$ cat src/hdl/bcd_pkg.sv
// ----------------------------------------------------------------------------
// bcd_pkg
// Shared types and constants for the debounced button click detector.
// ----------------------------------------------------------------------------
`default_nettype none

package bcd_pkg;

	localparam int unsigned CFG_ADDR_W = 5;
	localparam int unsigned CFG_DATA_W = 32;
	localparam int unsigned IN_W       = 8;
	localparam int unsigned OUT_W      = 24;

	typedef enum logic [2:0] {
		EV_DOWN       = 3'd0,
		EV_UP         = 3'd1,
		EV_SINGLE     = 3'd3,
		EV_DOUBLE     = 3'd4,
		EV_LONG_START = 3'd5,
		EV_LONG_HOLD  = 3'd6,
		EV_NONE       = 3'd7
	} event_t;

	typedef enum logic [2:0] {
		ST_IDLE     = 3'd0,
		ST_HELD     = 3'd1,
		ST_RELEASED = 3'd2,
		ST_REPEAT   = 3'd3,
		ST_LONG     = 3'd5
	} fsm_state_t;

	typedef enum logic [2:0] {
		REG_PRESS_LEVEL     = 3'd0,
		REG_SETTLE_TICKS    = 3'd1,
		REG_CLICK_GAP       = 3'd2,
		REG_HOLD_LIMIT      = 3'd3,
		REG_EVENTS_DISABLED = 3'd4
	} reg_idx_t;

	typedef struct packed {
		logic        press_level;
		logic [2:0]  settle_ticks;
		logic [15:0] click_gap;
		logic [15:0] hold_limit;
		logic        events_disabled;
	} cfg_t;

	localparam logic        RST_PRESS_LEVEL     = 1'b0;
	localparam logic [2:0]  RST_SETTLE_TICKS    = 3'd5;
	localparam logic [15:0] RST_CLICK_GAP       = 16'd18;
	localparam logic [15:0] RST_HOLD_LIMIT      = 16'd50;
	localparam logic        RST_EVENTS_DISABLED = 1'b0;

	typedef struct packed {
		fsm_state_t  fsm;
		logic [15:0] tick;
		logic [7:0]  press;
		logic [2:0]  bounce;
		logic        stable;
		event_t      last_ev;
	} state_t;

	// Last member sits in the lowest bits of the packed word.
	typedef struct packed {
		logic       debounced_pressed;
		logic [7:0] click_count;
		event_t     current_event;
		logic       repeat_fired;
		event_t     fired_event;
		logic       fired_valid;
	} result_t;

	localparam int unsigned RES_W = $bits(result_t);

endpackage

`default_nettype wire

$ cat src/hdl/button_click_detector.sv
// ----------------------------------------------------------------------------
// button_click_detector
// Debounced button click detector: one raw level sample per transaction in,
// one event report per transaction out.
// ----------------------------------------------------------------------------
//  channel  | direction | carries
//  s_*      | in        | one tick, tdata[0] raw_level
//  m_*      | out       | one event report per tick (fields listed at m_tdata)
//  apb p*   | in/out    | configuration registers at 4*index
//
//  One transaction per clock while m_tready does not stall; it passes the
//  input register, then the single next-state pass, then the result register.
//  Reset clears the machine, counters, valids and loads register defaults.
//  A stall on m_tready holds the result; the input register keeps taking a
//  transaction whenever the result register frees in the same cycle.
// ----------------------------------------------------------------------------
`default_nettype none

module button_click_detector (
	input  wire                             clk,
	input  wire                             arst_n,
	input  wire                             s_tvalid,
	output logic                            s_tready,
	input  wire  [bcd_pkg::IN_W-1:0]        s_tdata,   // [0] raw_level
	output logic                            m_tvalid,
	input  wire                             m_tready,
	// [0] fired_valid, [3:1] fired_event, [4] repeat_fired, [7:5] current_event,
	// [15:8] click_count, [16] debounced_pressed, rest zero
	output logic [bcd_pkg::OUT_W-1:0]       m_tdata,
	input  wire                             psel,
	input  wire                             penable,
	input  wire                             pwrite,
	input  wire  [bcd_pkg::CFG_ADDR_W-1:0]  paddr,
	input  wire  [bcd_pkg::CFG_DATA_W-1:0]  pwdata,
	output logic [bcd_pkg::CFG_DATA_W-1:0]  prdata,
	output logic                            pready
);
	import bcd_pkg::*;

	cfg_t    cfg;
	state_t  state_q;
	state_t  state_nxt;
	result_t res_nxt;
	result_t res_q;
	logic    valid_s1;
	logic    raw_s1;
	logic    m_valid_q;
	logic    advance;

	bcd_regs u_regs (
		.clk     (clk),
		.arst_n  (arst_n),
		.psel    (psel),
		.penable (penable),
		.pwrite  (pwrite),
		.paddr   (paddr),
		.pwdata  (pwdata),
		.prdata  (prdata),
		.pready  (pready),
		.cfg     (cfg)
	);

	bcd_step u_step (
		.raw_level (raw_s1),
		.cfg       (cfg),
		.cur       (state_q),
		.nxt       (state_nxt),
		.res       (res_nxt)
	);

	assign advance  = valid_s1 & (~m_valid_q | m_tready);
	assign s_tready = ~valid_s1 | advance;
	assign m_tvalid = m_valid_q;
	assign m_tdata  = {{(OUT_W - RES_W){1'b0}}, res_q};

	always_ff @(posedge clk or negedge arst_n) begin
		if (!arst_n) begin
			valid_s1 <= 1'b0;
		end else if (s_tready) begin
			valid_s1 <= s_tvalid;
		end
	end

	always_ff @(posedge clk) begin
		if (s_tready && s_tvalid) begin
			raw_s1 <= s_tdata[0];
		end
	end

	always_ff @(posedge clk or negedge arst_n) begin
		if (!arst_n) begin
			state_q.fsm     <= ST_IDLE;
			state_q.tick    <= '0;
			state_q.press   <= '0;
			state_q.bounce  <= '0;
			state_q.stable  <= 1'b0;
			state_q.last_ev <= EV_NONE;
			m_valid_q       <= 1'b0;
		end else if (advance) begin
			state_q   <= state_nxt;
			m_valid_q <= 1'b1;
		end else if (m_tready) begin
			m_valid_q <= 1'b0;
		end
	end

	always_ff @(posedge clk) begin
		if (advance) begin
			res_q <= res_nxt;
		end
	end

endmodule

`default_nettype wire

$ cat src/hdl/bcd_regs.sv
// ----------------------------------------------------------------------------
// bcd_regs
// APB-style configuration register file for the click detector.
// ----------------------------------------------------------------------------
`default_nettype none

module bcd_regs (
	input  wire                               clk,
	input  wire                               arst_n,
	input  wire                               psel,
	input  wire                               penable,
	input  wire                               pwrite,
	input  wire  [bcd_pkg::CFG_ADDR_W-1:0]    paddr,
	input  wire  [bcd_pkg::CFG_DATA_W-1:0]    pwdata,
	output logic [bcd_pkg::CFG_DATA_W-1:0]    prdata,
	output logic                              pready,
	output bcd_pkg::cfg_t                     cfg
);
	import bcd_pkg::*;

	cfg_t     cfg_q;
	logic     wr_en;
	reg_idx_t idx;

	assign pready = 1'b1;
	assign wr_en  = psel & penable & pwrite & pready;
	assign idx    = reg_idx_t'(paddr[4:2]);
	assign cfg    = cfg_q;

	always_ff @(posedge clk or negedge arst_n) begin
		if (!arst_n) begin
			cfg_q.press_level     <= RST_PRESS_LEVEL;
			cfg_q.settle_ticks    <= RST_SETTLE_TICKS;
			cfg_q.click_gap       <= RST_CLICK_GAP;
			cfg_q.hold_limit      <= RST_HOLD_LIMIT;
			cfg_q.events_disabled <= RST_EVENTS_DISABLED;
		end else if (wr_en) begin
			case (idx)
				REG_PRESS_LEVEL:     cfg_q.press_level     <= pwdata[0];
				REG_SETTLE_TICKS:    cfg_q.settle_ticks    <= pwdata[2:0];
				REG_CLICK_GAP:       cfg_q.click_gap       <= pwdata[15:0];
				REG_HOLD_LIMIT:      cfg_q.hold_limit      <= pwdata[15:0];
				REG_EVENTS_DISABLED: cfg_q.events_disabled <= pwdata[0];
				default: ;
			endcase
		end
	end

	always_comb begin
		prdata = '0;
		case (idx)
			REG_PRESS_LEVEL:     prdata = {31'd0, cfg_q.press_level};
			REG_SETTLE_TICKS:    prdata = {29'd0, cfg_q.settle_ticks};
			REG_CLICK_GAP:       prdata = {16'd0, cfg_q.click_gap};
			REG_HOLD_LIMIT:      prdata = {16'd0, cfg_q.hold_limit};
			REG_EVENTS_DISABLED: prdata = {31'd0, cfg_q.events_disabled};
			default:             prdata = '0;
		endcase
	end

endmodule

`default_nettype wire

$ cat src/hdl/bcd_step.sv
// ----------------------------------------------------------------------------
// bcd_step
// Next-state and result logic for one tick: debounce and click state machine.
// ----------------------------------------------------------------------------
`default_nettype none

module bcd_step (
	input  wire              raw_level,
	input  bcd_pkg::cfg_t    cfg,
	input  bcd_pkg::state_t  cur,
	output bcd_pkg::state_t  nxt,
	output bcd_pkg::result_t res
);
	import bcd_pkg::*;

	logic       raw_pressed;
	logic [2:0] bounce_inc;
	logic       fired;
	logic       rep;
	event_t     ev;
	logic       en;

	assign raw_pressed = (raw_level == cfg.press_level);
	assign bounce_inc  = cur.bounce + 3'd1;
	assign en          = ~cfg.events_disabled;

	always_comb begin
		nxt   = cur;
		fired = 1'b0;
		rep   = 1'b0;
		ev    = EV_NONE;

		if (cur.fsm != ST_IDLE) begin
			nxt.tick = cur.tick + 16'd1;
		end

		// debounce
		if (raw_pressed != cur.stable) begin
			nxt.bounce = bounce_inc;
			if (bounce_inc >= cfg.settle_ticks) begin
				nxt.stable = raw_pressed;
				nxt.bounce = '0;
			end
		end else begin
			nxt.bounce = '0;
		end

		case (cur.fsm)
			ST_IDLE: begin
				if (nxt.stable) begin
					nxt.last_ev = EV_DOWN;
					fired       = 1'b1;
					ev          = EV_DOWN;
					nxt.tick    = '0;
					nxt.press   = 8'd1;
					nxt.fsm     = ST_HELD;
				end else begin
					nxt.last_ev = EV_NONE;
				end
			end
			ST_HELD: begin
				if (!nxt.stable) begin
					nxt.last_ev = EV_UP;
					fired       = 1'b1;
					ev          = EV_UP;
					nxt.tick    = '0;
					nxt.fsm     = ST_RELEASED;
				end else if (nxt.tick > cfg.hold_limit) begin
					nxt.last_ev = EV_LONG_START;
					fired       = 1'b1;
					ev          = EV_LONG_START;
					nxt.fsm     = ST_LONG;
				end
			end
			ST_RELEASED: begin
				if (nxt.stable) begin
					nxt.last_ev = EV_DOWN;
					fired       = 1'b1;
					ev          = EV_DOWN;
					nxt.press   = cur.press + 8'd1;
					rep         = 1'b1;
					nxt.tick    = '0;
					nxt.fsm     = ST_REPEAT;
				end else if (nxt.tick > cfg.click_gap) begin
					if (cur.press == 8'd1) begin
						nxt.last_ev = EV_SINGLE;
						fired       = 1'b1;
						ev          = EV_SINGLE;
					end else if (cur.press == 8'd2) begin
						nxt.last_ev = EV_DOUBLE;
						fired       = 1'b1;
						ev          = EV_DOUBLE;
					end
					nxt.fsm = ST_IDLE;
				end
			end
			ST_REPEAT: begin
				if (!nxt.stable) begin
					nxt.last_ev = EV_UP;
					fired       = 1'b1;
					ev          = EV_UP;
					if (nxt.tick < cfg.click_gap) begin
						nxt.tick = '0;
						nxt.fsm  = ST_RELEASED;
					end else begin
						nxt.fsm = ST_IDLE;
					end
				end
			end
			ST_LONG: begin
				fired = 1'b1;
				if (nxt.stable) begin
					nxt.last_ev = EV_LONG_HOLD;
					ev          = EV_LONG_HOLD;
				end else begin
					nxt.last_ev = EV_UP;
					ev          = EV_UP;
					nxt.fsm     = ST_IDLE;
				end
			end
			default: begin
				nxt.fsm = ST_IDLE;
			end
		endcase
	end

	always_comb begin
		res.fired_valid       = fired & en;
		res.fired_event       = (fired & en) ? ev : EV_NONE;
		res.repeat_fired      = rep & en;
		res.current_event     = nxt.last_ev;
		res.click_count       = nxt.press;
		res.debounced_pressed = nxt.stable;
	end

endmodule

`default_nettype wire

$ cat config.mk
export PLATFORM = sky130hd
export DESIGN_NAME = button_click_detector
export DESIGN_NICKNAME = d
export VERILOG_FILES = /design/src/hdl/bcd_pkg.sv /design/src/hdl/button_click_detector.sv /design/src/hdl/bcd_regs.sv /design/src/hdl/bcd_step.sv
export SDC_FILE = /design/constraint.sdc
export NUM_CORES = 1
export LEC_CHECK = 0
export ABC_AREA = 1
export BUFFER_PORTS_ARGS = -buffer_cell sky130_fd_sc_hd__buf_2
export CELL_PAD_IN_SITES_DETAIL_PLACEMENT = 0
export CELL_PAD_IN_SITES_GLOBAL_PLACEMENT = 1
export CORE_MARGIN = 10
export CORE_UTILIZATION = 23
export DETAILED_ROUTE_END_ITERATION = 6
export PLACE_DENSITY = 0.49
export SYNTH_ARGS = -nofsm -noshare
export SYNTH_HDL_FRONTEND = slang
export SYNTH_SLANG_ARGS = --single-unit
$ cat constraint.sdc
create_clock -name clk -period 7.67 [get_ports clk]
set_input_delay 0 -clock clk [delete_from_list [all_inputs] [get_ports clk]]
set_output_delay 0 -clock clk [all_outputs]
set_load 0.005 [all_outputs]
==> flow_summary.yaml <==
status:
  status: "finished clean"
floorplan:
  dieArea_um2: 31970
  row_count: 58
  start_util_pct: 23.24
  core_um2: 24960
  die_h_um: 178.8
  ios: 111
  die_w_um: 178.8
detailed_routing:
  firstDrtPassIters: 4
  drt_iter0_drc: 203
  wl_um: 15630
  avgViaCountPerCell: 4.118
  ant_nets: 0
  wire_per_inst_um: 13.72
  num_vias: 4690
  drc: 0
synthesis:
  synth_area_um2: 5801
  syn_area_per_cell_um2: 7.979
  synth_cell_types: 46
  yosysSeqAreaShare_pct: 41.03
  synth_top_area_cell: "dfrtp_1"
  synth_area_leaders: "dfrtp_1 27%, nand2_1 12%, edfxtp_1 9.3%"
  netlist.area_leader.share_pct: 27.18
  synth_commonest_cells: "193 x nand2_1, 101 x inv_1, 63 x dfrtp_1"
  netlist_instances: 727
  ys.flop_type: "dfrtp_1"
  ys_seq_elements: 91
  ys_warn_count: 0
  synth_edf_count: 18
  synthArstFlopShare_pct: 80.22
  yosys.cell_count.top_type: "nand2_1"
clocking:
  cts_tree: "yes"
  clk_pin_slew_ns: 0.07
  post-cts-setup-buffers: 0
  clock-sinks: 91
  clock_latency_ns: 0.35
  numCtsBuffers: 9
  cts.path.max_buffers: 2
  root_buffer: "clkbuf_16"
  htreeDepth: 3
setup_path:
  path_cells: "nor2_1, nand2_4, nand2_4, nor2_4, nand3_4, nor2_4, nand3_2, xor2_1, ha_1, nand2_1, nor3_1, nand2_1, nand2_1, nand2_1, nor3_1, nor2_1, nor2_2, nand2_1"
  cp.required_ns: 7.76
  cpMostUsedCell: "nand2_1"
  criticalPathCategory: "flop to flop"
  crit_slowest_cell: "dfrtp_1"
  crit_fanout: 10
  cp_top_family: "simple AND/OR/NAND/NOR gates"
  critPathBufInv: 0
  cp-end-kind: "flop"
  crit_path_start_kind: "flop"
  slowest_delay_ns: 0.53
  cp.arrival_ns: 3.65
timing:
  fmax_mhz: 281.1
  slew_violations: 0
  layout_min_cycle_time_ns: 3.557
  hold_viol: 0
  worstMarginPinSlew_ns: 1.019
  finalClockSkew_ns: 0.01280
  setup_viol_count_final: 0
  slew_headroom_pct: 31.90
  rsz0062_at_grt: "false"
  period_share_pct: 46.37
  setup_tns_ns: 0
final_layout:
  nNetsFinal: 897
  diodes: 0
  syn2layout_area_growth_pct: 18.38
  finalInstanceArea_um2: 6867
  drive_gt1_share_pct: 15.20
placed_design:
  gp_congestion: 0.7486
  dp_hpwl_um: 11690
  port_buffers: 61
  placed_area_um2: 6340
power:
  vdd_ir_drop_max_v: 0.00009677
  pwr_density_cell_nw_per_um2: 288.8
  leakage_nw: 3.428
global_routing:
  overflow: 0
  grt_pass1_wl_um: 26120
  first_global_vias: 4957
  antenna_found_initial: 0
  grt_max_degree: 65
  track_usage_pct: 10.25
job:
  maxCapViolations: 0
hold_path:
  min_path_type: "input port to async pin"
## layout make-up
type                            instances  area (µm²)
Clock buffer                           12       267.8
Fill cell                            2791       18100
Inverter                              108       405.4
Multi-Input combinational cell        508        2819
Clock inverter                          4       28.78
Tap cell                              330       412.9
Timing Repair Buffer                   86       553.0
Sequential cell                        91        2380
## cell families (layout without fill, tap and decap cells)
kind of cell,after synthesis,after routing,synth area share (%)
other,2,24,0.1295
and+or+nand+nor,309,309,23.88
DFF,91,91,41.03
xor gates and xnor gates,19,19,3.128
buffers and inverters,150,210,11.80
AOI/OAI and AO/OA,115,115,11.20
adders and majority gates,41,41,8.844
## cell usage in the layout (no fill, tap or decap), types with 4 or more instances in the layout
| cell | Yosys | routed |
|---|---|---|
| a21oi_1 | 17 | 17 |
| buf_2 | 1 | 60 |
| clkbuf_16 | 0 | 10 |
| conb_1 | 2 | 24 |
| dfrtp_1 | 63 | 63 |
| dfstp_2 | 10 | 10 |
| dlygate4sd3_1 | 0 | 23 |
| edfxtp_1 | 18 | 18 |
| ha_1 | 41 | 41 |
| inv_1 | 101 | 101 |
| inv_2 | 6 | 7 |
| nand2_1 | 193 | 193 |
| nand3_1 | 43 | 43 |
| nand4_1 | 12 | 12 |
| nor2_1 | 30 | 30 |
| nor2_2 | 5 | 5 |
| nor3_1 | 8 | 8 |
| nor3_2 | 4 | 4 |
| o21ai_0 | 62 | 62 |
| o21ai_1 | 6 | 6 |
| o22ai_1 | 17 | 17 |
| xor2_1 | 16 | 16 |
## report_power, final
| part | total (W) | switching (W) | leakage, nW | internal, W |
|---|---|---|---|---|
| sequential | 0.000695 | 0.0000692 | 1.12 | 0.000626 |
| combinational | 0.000830 | 0.000562 | 2.16 | 0.000268 |
| clock | 0.000459 | 0.000207 | 0.149 | 0.000251 |
| total | 0.00198 | 0.000838 | 3.43 | 0.00115 |
## registers in the layout (all words and copies together), names as in the netlist
name        cells
m_tdata        17
m_tvalid        1
raw_s1          1
state_q        34
u_regs.cfg     37
valid_s1        1
## what timing repair did
item                                    CTS  global route
gates resized for setup                   0             0
hold endpoints to repair                 48             0
hold buffers                             23             0
endpoints found under the setup margin    0             0
## worst reg2reg max path: cells and delay by family (launching register included)
kind          cells  cell delay (ns)
fa+ha+maj         1             0.20
simple gates     16             2.22
flops             1             0.53
xor+xnor          1             0.33
## worst paths after layout
path                       depth (start not counted)                    endpoint                        from  slack, ns
hold / removal                                     2     state_q[12]$_DFFE_PN0P_                      arst_n       0.04
min in group clk                                   4  u_regs.cfg[36]$_DFFE_PN0P_                    paddr[2]       0.08
setup reg to reg                                  18    m_tdata[3]$_SDFFCE_PN1P_     state_q[33]$_DFFE_PN0P_       4.11
hold reg to reg                                    2  u_regs.cfg[32]$_DFFE_PN0P_  u_regs.cfg[32]$_DFFE_PN0P_       0.48
max in group asynchronous                          3  u_regs.cfg[23]$_DFFE_PN0P_                      arst_n       6.51
setup / recovery                                  18    m_tdata[3]$_SDFFCE_PN1P_     state_q[33]$_DFFE_PN0P_       4.11
## stage by stage
step	power [W]	setup WS (ns)	utilization [%]	instances	hold WS, ns
final	0.001983	4.113	27.51	1139	0.03666
after global routing	0.002185	3.534	27.51	1139	0.06507
after CTS	0.002035	4.044	27.51	1139	0.03412
after detailed placement	0.001547	4.052	25.40	1100	-0.1439
after global placement	0.001546	4.026	25.40	1100	-0.1467
after floorplan	0.001321	4.851	-	749	-0.2956
## metal layers
metal	wire [µm]	track usage [%]	part of all wire, %	vias to the layer above
li1	-	-	-	2468
met1	8223	14.29	53	2127
met2	6594	15.51	42	84
met3	624	2.106	4.0	11
met4	183	3.204	1.2	0
met5	0	0	0	-
Note: power is estimated with default switching activity, not from simulation.
